==> src/hdl/rhtm_pkg.sv <==
// shared types and constants for the reading history tolerance match block
package rhtm_pkg;

	localparam int CAPACITY_DEF   = 16;
	localparam int COORD_BITS_DEF = 8;

	localparam int LEVEL_W   = 24;
	localparam int STAMP_W   = 32;
	localparam int HTOL_W    = 23;
	localparam int TTOL_W    = 16;
	localparam int COUNT_W   = 32;
	localparam int CFG_W     = 23;
	localparam int CFG_IDX_W = 1;

	localparam logic [HTOL_W-1:0] HTOL_RESET = HTOL_W'(100000);
	localparam logic [TTOL_W-1:0] TTOL_RESET = TTOL_W'(60);

	// register indexes
	localparam logic [CFG_IDX_W-1:0] REG_HEIGHT_TOL = 1'b0;
	localparam logic [CFG_IDX_W-1:0] REG_TIME_TOL   = 1'b1;

	// transaction kinds
	localparam logic KIND_STORE = 1'b0;
	localparam logic KIND_QUERY = 1'b1;

	typedef struct packed {
		logic signed [LEVEL_W-1:0] level;
		logic        [STAMP_W-1:0] stamp;
	} reading_t;

	typedef enum logic [1:0] {
		ST_IDLE,
		ST_SCAN,
		ST_FINISH
	} state_t;

endpackage

==> src/hdl/rhtm_tol_cmp.sv <==
// tolerance compare unit: absolute height and time differences against limits
module rhtm_tol_cmp (
	input  rhtm_pkg::reading_t              qry,
	input  rhtm_pkg::reading_t              ent,
	input  logic [rhtm_pkg::HTOL_W-1:0]     height_tol,
	input  logic [rhtm_pkg::TTOL_W-1:0]     time_tol,
	output logic                            in_tol
);

	localparam int DH_W = rhtm_pkg::LEVEL_W + 1;
	localparam int DT_W = rhtm_pkg::STAMP_W + 1;

	logic [DH_W-1:0] dh_raw;
	logic [DH_W-1:0] dh_abs;
	logic [DT_W-1:0] dt_raw;
	logic [DT_W-1:0] dt_abs;

	always_comb begin
		dh_raw = {qry.level[rhtm_pkg::LEVEL_W-1], qry.level}
			- {ent.level[rhtm_pkg::LEVEL_W-1], ent.level};
		dh_abs = dh_raw[DH_W-1] ? (~dh_raw + 1'b1) : dh_raw;
		dt_raw = {1'b0, qry.stamp} - {1'b0, ent.stamp};
		dt_abs = dt_raw[DT_W-1] ? (~dt_raw + 1'b1) : dt_raw;
		in_tol = (dh_abs <= DH_W'(height_tol)) && (dt_abs <= DT_W'(time_tol));
	end

endmodule

==> src/hdl/reading_history_tolerance_match_top.sv <==
// top level: reading history ring with newest-first tolerance match scan
//
// A store transaction (kind 0) is taken at once: the reading is written
// to the ring slot after the newest one, overwriting the oldest when the ring
// is full, and busy stays low. A query transaction (kind 1) raises busy and
// scans the stored readings from newest to oldest, one entry per cycle through
// the single read port of the history memory and one shared tolerance compare
// unit. A match or the oldest entry ends the scan; done is registered from
// the finish state that follows, which an empty ring enters directly. Busy
// falls in the done cycle, so the next transaction can be taken there. The
// result is valid with done and holds until the next transaction is taken;
// the receiver cannot stall it. The user must write tolerances through
// cfg_we/cfg_addr/cfg_wdata while the block is idle; the block does not
// enforce this. After reset the history is empty; no memory clear is needed.
module reading_history_tolerance_match_top #(
	parameter int CAPACITY   = rhtm_pkg::CAPACITY_DEF,
	parameter int COORD_BITS = rhtm_pkg::COORD_BITS_DEF
) (
	input  logic                                    clk,
	input  logic                                    arst_n,
	// configuration write port
	input  logic                                    cfg_we,
	input  logic [rhtm_pkg::CFG_IDX_W-1:0]          cfg_addr,
	input  logic [rhtm_pkg::CFG_W-1:0]              cfg_wdata,
	// command side
	input  logic                                    start,
	output logic                                    busy,
	input  logic                                    kind,
	input  logic [COORD_BITS-1:0]                   pos_x,
	input  logic [COORD_BITS-1:0]                   pos_y,
	input  logic signed [rhtm_pkg::LEVEL_W-1:0]     level_mm,
	input  logic [rhtm_pkg::STAMP_W-1:0]            stamp,
	// result side
	output logic                                    done,
	output logic                                    alert_true,
	output logic                                    found_position,
	output logic signed [rhtm_pkg::LEVEL_W-1:0]     match_level_mm,
	output logic [rhtm_pkg::STAMP_W-1:0]            match_stamp,
	output logic [rhtm_pkg::COUNT_W-1:0]            true_count,
	output logic [rhtm_pkg::COUNT_W-1:0]            false_count
);

	localparam int SLOT_W = (CAPACITY > 1) ? $clog2(CAPACITY) : 1;
	localparam int CNT_W  = $clog2(CAPACITY + 1);
	localparam int KEY_W  = 2 * COORD_BITS;
	localparam logic [SLOT_W-1:0] SLOT_LAST = SLOT_W'(CAPACITY - 1);
	localparam logic [CNT_W-1:0]  FILL_FULL = CNT_W'(CAPACITY);

	// history memory, one row per reading
	logic [KEY_W-1:0]   key_mem [CAPACITY];
	rhtm_pkg::reading_t rd_mem  [CAPACITY];

	rhtm_pkg::state_t state_q, state_d;

	// ring bookkeeping and counters
	logic [SLOT_W-1:0]             newest_q;
	logic [CNT_W-1:0]              fill_q;
	logic [rhtm_pkg::COUNT_W-1:0]  true_q;
	logic [rhtm_pkg::COUNT_W-1:0]  false_q;
	logic [rhtm_pkg::HTOL_W-1:0]   htol_q;
	logic [rhtm_pkg::TTOL_W-1:0]   ttol_q;

	// query being worked on
	logic [KEY_W-1:0]    qkey_q;
	rhtm_pkg::reading_t  qrd_q;
	logic [SLOT_W-1:0]   slot_q;
	logic [CNT_W-1:0]    cnt_q;

	// registered memory read
	logic                rvalid_s1;
	logic                last_s1;
	logic [KEY_W-1:0]    rkey_s1;
	rhtm_pkg::reading_t  rrd_s1;

	// result being built
	logic                hit_q;
	logic                found_q;
	rhtm_pkg::reading_t  mrd_q;
	logic                done_q;

	logic                accept;
	logic                mem_we;
	logic                issue;
	logic                key_eq;
	logic                in_tol;
	logic                hit_now;
	logic                scan_end;
	logic [SLOT_W-1:0]   wr_slot;
	logic [SLOT_W-1:0]   slot_prev;
	logic [KEY_W-1:0]    key_in;

	assign busy    = (state_q != rhtm_pkg::ST_IDLE);
	assign accept  = start && !busy;
	assign mem_we  = accept && (kind == rhtm_pkg::KIND_STORE);
	assign key_in  = {pos_x, pos_y};
	// next ring slot after the newest, and walking back toward the oldest
	assign wr_slot   = (newest_q == SLOT_LAST) ? '0 : SLOT_W'(newest_q + 1'b1);
	assign slot_prev = (slot_q == '0) ? SLOT_LAST : SLOT_W'(slot_q - 1'b1);

	// shared compare on the entry just read
	rhtm_tol_cmp u_cmp (
		.qry        (qrd_q),
		.ent        (rrd_s1),
		.height_tol (htol_q),
		.time_tol   (ttol_q),
		.in_tol     (in_tol)
	);

	assign key_eq   = (rkey_s1 == qkey_q);
	assign hit_now  = rvalid_s1 && key_eq && in_tol;
	// scan stops at the first match or after the oldest stored entry
	assign scan_end = rvalid_s1 && (hit_now || last_s1);

	// sequencer state register
	always_ff @(posedge clk or negedge arst_n) begin
		if (!arst_n) begin
			state_q <= rhtm_pkg::ST_IDLE;
		end else begin
			state_q <= state_d;
		end
	end

	// sequencer next state and read issue
	always_comb begin
		state_d = state_q;
		issue   = 1'b0;
		unique case (state_q)
			rhtm_pkg::ST_IDLE: begin
				if (accept && (kind == rhtm_pkg::KIND_QUERY)) begin
					// empty ring goes straight to the result
					state_d = (fill_q == '0) ? rhtm_pkg::ST_FINISH : rhtm_pkg::ST_SCAN;
				end
			end
			rhtm_pkg::ST_SCAN: begin
				issue = !scan_end && (cnt_q < fill_q);
				if (scan_end) begin
					state_d = rhtm_pkg::ST_FINISH;
				end
			end
			rhtm_pkg::ST_FINISH: begin
				state_d = rhtm_pkg::ST_IDLE;
			end
			default: begin
				state_d = rhtm_pkg::ST_IDLE;
			end
		endcase
	end

	// control registers, counters and configuration
	always_ff @(posedge clk or negedge arst_n) begin
		if (!arst_n) begin
			newest_q  <= SLOT_LAST;
			fill_q    <= '0;
			true_q    <= '0;
			false_q   <= '0;
			htol_q    <= rhtm_pkg::HTOL_RESET;
			ttol_q    <= rhtm_pkg::TTOL_RESET;
			cnt_q     <= '0;
			rvalid_s1 <= 1'b0;
			last_s1   <= 1'b0;
			done_q    <= 1'b0;
		end else begin
			if (cfg_we) begin
				unique case (cfg_addr)
					rhtm_pkg::REG_HEIGHT_TOL: htol_q <= cfg_wdata[rhtm_pkg::HTOL_W-1:0];
					rhtm_pkg::REG_TIME_TOL:   ttol_q <= cfg_wdata[rhtm_pkg::TTOL_W-1:0];
				endcase
			end
			if (mem_we) begin
				newest_q <= wr_slot;
				if (fill_q != FILL_FULL) begin
					fill_q <= CNT_W'(fill_q + 1'b1);
				end
			end
			if (accept) begin
				cnt_q <= '0;
			end else if (issue) begin
				cnt_q <= CNT_W'(cnt_q + 1'b1);
			end
			rvalid_s1 <= issue;
			last_s1   <= issue && (CNT_W'(cnt_q + 1'b1) == fill_q);
			// saturating alert totals, updated once per query
			if (state_q == rhtm_pkg::ST_FINISH) begin
				if (hit_q) begin
					if (true_q != '1) begin
						true_q <= true_q + 1'b1;
					end
				end else begin
					if (false_q != '1) begin
						false_q <= false_q + 1'b1;
					end
				end
			end
			done_q <= (state_q == rhtm_pkg::ST_FINISH);
		end
	end

	// history memory write and registered read
	always_ff @(posedge clk) begin
		if (mem_we) begin
			key_mem[wr_slot] <= key_in;
			rd_mem[wr_slot]  <= '{level: level_mm, stamp: stamp};
		end
		if (issue) begin
			rkey_s1 <= key_mem[slot_q];
			rrd_s1  <= rd_mem[slot_q];
		end
	end

	// query capture and result build-up
	always_ff @(posedge clk) begin
		if (accept) begin
			qkey_q  <= key_in;
			qrd_q   <= '{level: level_mm, stamp: stamp};
			slot_q  <= newest_q;
			hit_q   <= 1'b0;
			found_q <= 1'b0;
			mrd_q   <= '0;
		end else if (state_q == rhtm_pkg::ST_SCAN) begin
			if (issue) begin
				slot_q <= slot_prev;
			end
			if (rvalid_s1 && key_eq) begin
				if (in_tol) begin
					hit_q   <= 1'b1;
					found_q <= 1'b1;
					mrd_q   <= rrd_s1;
				end else if (!found_q) begin
					// newest same-position entry is kept as the fallback
					found_q <= 1'b1;
					mrd_q   <= rrd_s1;
				end
			end
		end
	end

	assign done           = done_q;
	assign alert_true     = hit_q;
	assign found_position = found_q;
	assign match_level_mm = mrd_q.level;
	assign match_stamp    = mrd_q.stamp;
	assign true_count     = true_q;
	assign false_count    = false_q;

endmodule

==> config.mk <==
export PLATFORM = sky130hd
export DESIGN_NAME = reading_history_tolerance_match_top
export DESIGN_NICKNAME = d
export VERILOG_FILES = /design/src/hdl/rhtm_pkg.sv /design/src/hdl/rhtm_tol_cmp.sv /design/src/hdl/reading_history_tolerance_match_top.sv
export SDC_FILE = /design/constraint.sdc
export NUM_CORES = 2
export LEC_CHECK = 0
export BUFFER_PORTS_ARGS = -buffer_cell sky130_fd_sc_hd__clkbuf_2
export CAP_MARGIN = 0
export CORE_ASPECT_RATIO = 1.2
export CORE_MARGIN = 4
export CORE_UTILIZATION = 25
export CTS_BUF_LIST = sky130_fd_sc_hd__clkbuf_4
export DETAILED_ROUTE_END_ITERATION = 12
export PLACE_DENSITY_LB_ADDON = 0.15
export SKIP_LAST_GASP = 1
export SLEW_MARGIN = 20
export SYNTH_ARGS = -nofsm -noshare
export SYNTH_HDL_FRONTEND = slang
export SYNTH_HIERARCHICAL = 1
export SYNTH_SLANG_ARGS = --single-unit
==> constraint.sdc <==
create_clock -name clk -period 19.5 [get_ports clk]
set_input_delay 0.975 -clock clk [delete_from_list [all_inputs] [get_ports clk]]
set_output_delay 0.975 -clock clk [all_outputs]
set_load 0.01 [all_outputs]
==> results.tsv <==
stage	metric	value	unit
outcome	outcome	complete, no violations	
timing	Worst slew margin	0.294	
power	maximum VDD drop	0.165	mV
floorplanning	die area	254000	µm²
synthesis	Yosys warnings	6	
grt	global-route wire length before repair	263000	µm
critical_path	Worst path most repeated cell	a21oi_1	
synthesis	Async SR Flop Fraction	0.0824	
floorplanning	I/O Pins	225	
critical_path	Top delay family on crit path	compound AO/OA/AOI/OAI gates	
critical_path	startpoint of the worst-slack reg-to-reg timing path	qrd_q[32]	
critical_path	critical path's largest stage delay	0.86	ns
critical_path	Startpoint Class	register	
finish	Synth-to-Final Area Change	17.0	%
timing	period utilisation layout	0.440	
synthesis	Post-synth EDFFs	1300	
drt	vias per cell	4.49	
grt	Total Routing Usage GR	0.144	
placement	Inst Count DP	6721	
cts	CTS tree	yes	
critical_path	Crit path required time	20.34	ns
drt	drt initial violations	2054	
cts	CTS resizes	0	
worst_hold_path	min-delay worst type	input pin to register	
finish	final cell count without fillers	7461	
placement	I/O Buffers	224	
finish	Final nets	4148	
floorplanning	total core area	245000	µm²
timing	slew of the pin with the lowest slew margin	1.06	ns
synthesis	#FFs+latches synth	1480	
timing	final setup vio count	0	
grt	M1 GR Usage	0.185	
grt	vias in the first global route	35571	
floorplanning	Die Wd	461	µm
grt	largest net degree at the start of global routing	139	
drt	WL per Instance	24.8	µm
synthesis	Syn Nets	3563	
placement	Final Wtd Congestion	0.801	
grt	grt met2 use	0.239	
cts	Worst-Skew Late Latency	1.26	ns
grt	met3 Use GR	0.0337	
placement	final HPWL from detailed placement	112000	µm
critical_path	WP buf/inv	2	
cts	Post-CTS Setup Bufs	0	
timing	final slew viol count	0	
critical_path	Max Fanout on Critical Path	38	
timing	worst hold slack	0.179	ns
drt	post-route ant nets	0	
finish	layout cells sized above 1	0.330	
worst_hold_path	worst hold endpoint	qrd_q[50]	
power	final total power	10.5	mW
cts	CTS Buf Count	397	
synthesis	synth cell count leaders	1,300 x edfxtp_1, 360 x mux4_2, 153 x nor2_1	
cts	clk buf depth	4	
timing	Final Hold Viols	0	
critical_path	Reg2Reg Depth	31	
synthesis	Synth Cell Area	61600	µm²
timing	RSZ-0062 raised after global routing	no	
timing	min Tclk post-route	8.59	ns
drt	Via Count	33490	
drt	final wirelength	185000	µm
power	PD cells	146	nW/µm²
critical_path	class of the most critical setup path	register to register	
synthesis	Post-Syn Instances	3346	
cts	H-tree lvl count	5	
critical_path	worst r2r dst	rrd_s1[22]	
cts	Post-CTS Hold Buffers	27	
worst_hold_path	Hold Path Cell Cnt	1	
drt	first-pass iteration count of the detailed router	5	
synthesis	area leader, netlist	edfxtp_1	
cts	CTS sink cnt	1480	
synthesis	sequential element share of the synthesized area	0.703	
floorplanning	Rows	199	
power	LEAKAGE	25.3	nW
grt	initial antenna violation count	45	
synthesis	top-count cell post-synth	edfxtp_1	
critical_path	Crit-path slowest cell	o31ai_2	
synthesis	share of the synthesized area in the top cell type	0.634	
cts	clock root cell	clkbuf_4	
worst_hold_path	launch point of the worst hold path	level_mm[18]	
synthesis	Synth cell types	102	
synthesis	largest cells by area after synthesis	edfxtp_1 63%, mux4_2 13%, dfrtp_1 4.4%	
job	maxcap violations	0	
critical_path	worst path arrival time	9.43	ns
critical_path	start point of the critical path	qrd_q[32]	
timing	clock skew	0.131	ns
grt	Top Usage Layer GRT	met2	
timing	f_max	116	MHz
drt	DR DRC count	0	
critical_path	Reg2Reg Setup Slack	10.91	ns
grt	Congestion Overflow GR	0	
cts	clock-pin slew on the worst setup and hold paths	0.07	ns
synthesis	Avg Inst Size Synth	18.4	µm²
floorplanning	Die Span Y	552	µm
synthesis	top_reg_cell synth	edfxtp_1	
critical_path	crit end category	register	
timing	setup TNS	0	ns
floorplanning	initial core utilization	0.251	
==> layout by cell type (no fill, tap or decap), types with 59 or more instances in the layout <==
master / instances
a21oi_1: 82
clkbuf_2: 223
clkbuf_4: 607
clkinv_1: 59
dfrtp_1: 108
edfxtp_1: 1300
ha_1: 114
inv_1: 130
mux2i_1: 60
mux4_2: 360
nand2_1: 115
nand3_1: 68
nor2_1: 137
xnor2_1: 110
==> cells by family after synthesis <==
family	Yosys count	share of synthesized area
and+or+nand+nor	556	0.0467
muxes	462	0.149
adders and majority gates	116	0.0238
xor gates and xnor gates	161	0.0233
DFF	1480	0.703
buffers and inverters	258	0.0190
AOI/OAI and AO/OA	313	0.0352
==> per-layer routing <==
metal / up-vias / routed length (µm)
li1: 14832 / -
met3: 333 / 9750
met2: 905 / 90100
met5: - / 117
met1: 17402 / 80000
met4: 18 / 5040
==> state kept, by name, indices dropped and copies added, names as in the netlist, 16 cells and up <==
register,count
rkey_s1,16
qkey_q,16
key_mem,256
ttol_q,16
rd_mem,896
rrd_s1,56
false_count,32
true_count,32
qrd_q,56
htol_q,23
match_level_mm,24
match_stamp,32
==> power breakdown <==
group	leakage, nW	switching, mW	internal (mW)
clock network	3.00	1.30	1.45
registers	13.8	0.131	3.77
logic	8.46	2.25	1.64
==> worst max-delay path by stage <==
stage	endpoint	slack, ns	cells after the start
after floorplan	slot_q[0]	11.19	29
after global placement	cnt_q[1]	10.85	33
after detailed placement	cnt_q[1]	10.77	33
after CTS	rrd_s1[22]	10.73	31
after global routing	cnt_q[1]	9.99	33
final	rrd_s1[22]	10.91	31
==> layout make-up <==
type | count | area (µm²)
multi-input combinational | 1608 | 17300
tap | 3216 | 4020
timing repair buffer | 313 | 1910
inverter | 131 | 499
clock buffer | 607 | 4560
fill | 24588 | 173000
clock inverter | 85 | 455
sequential | 1480 | 43300
antenna | 21 | 52.6
==> per-stage QoR <==
| stage | instance area, µm² | utilization | setup slack, ns |
|---|---|---|---|
| 2_1_floorplan | 61600 | - | 11.19 |
| 3_3_place_gp | 66700 | 0.272 | 10.85 |
| 3_5_place_dp | 66700 | 0.272 | 10.77 |
| 4_1_cts | 72000 | 0.294 | 10.73 |
| 5_1_grt | 72000 | 0.294 | 9.99 |
| 6_report | 72000 | 0.294 | 10.91 |
(Power assumes the default switching activity.)
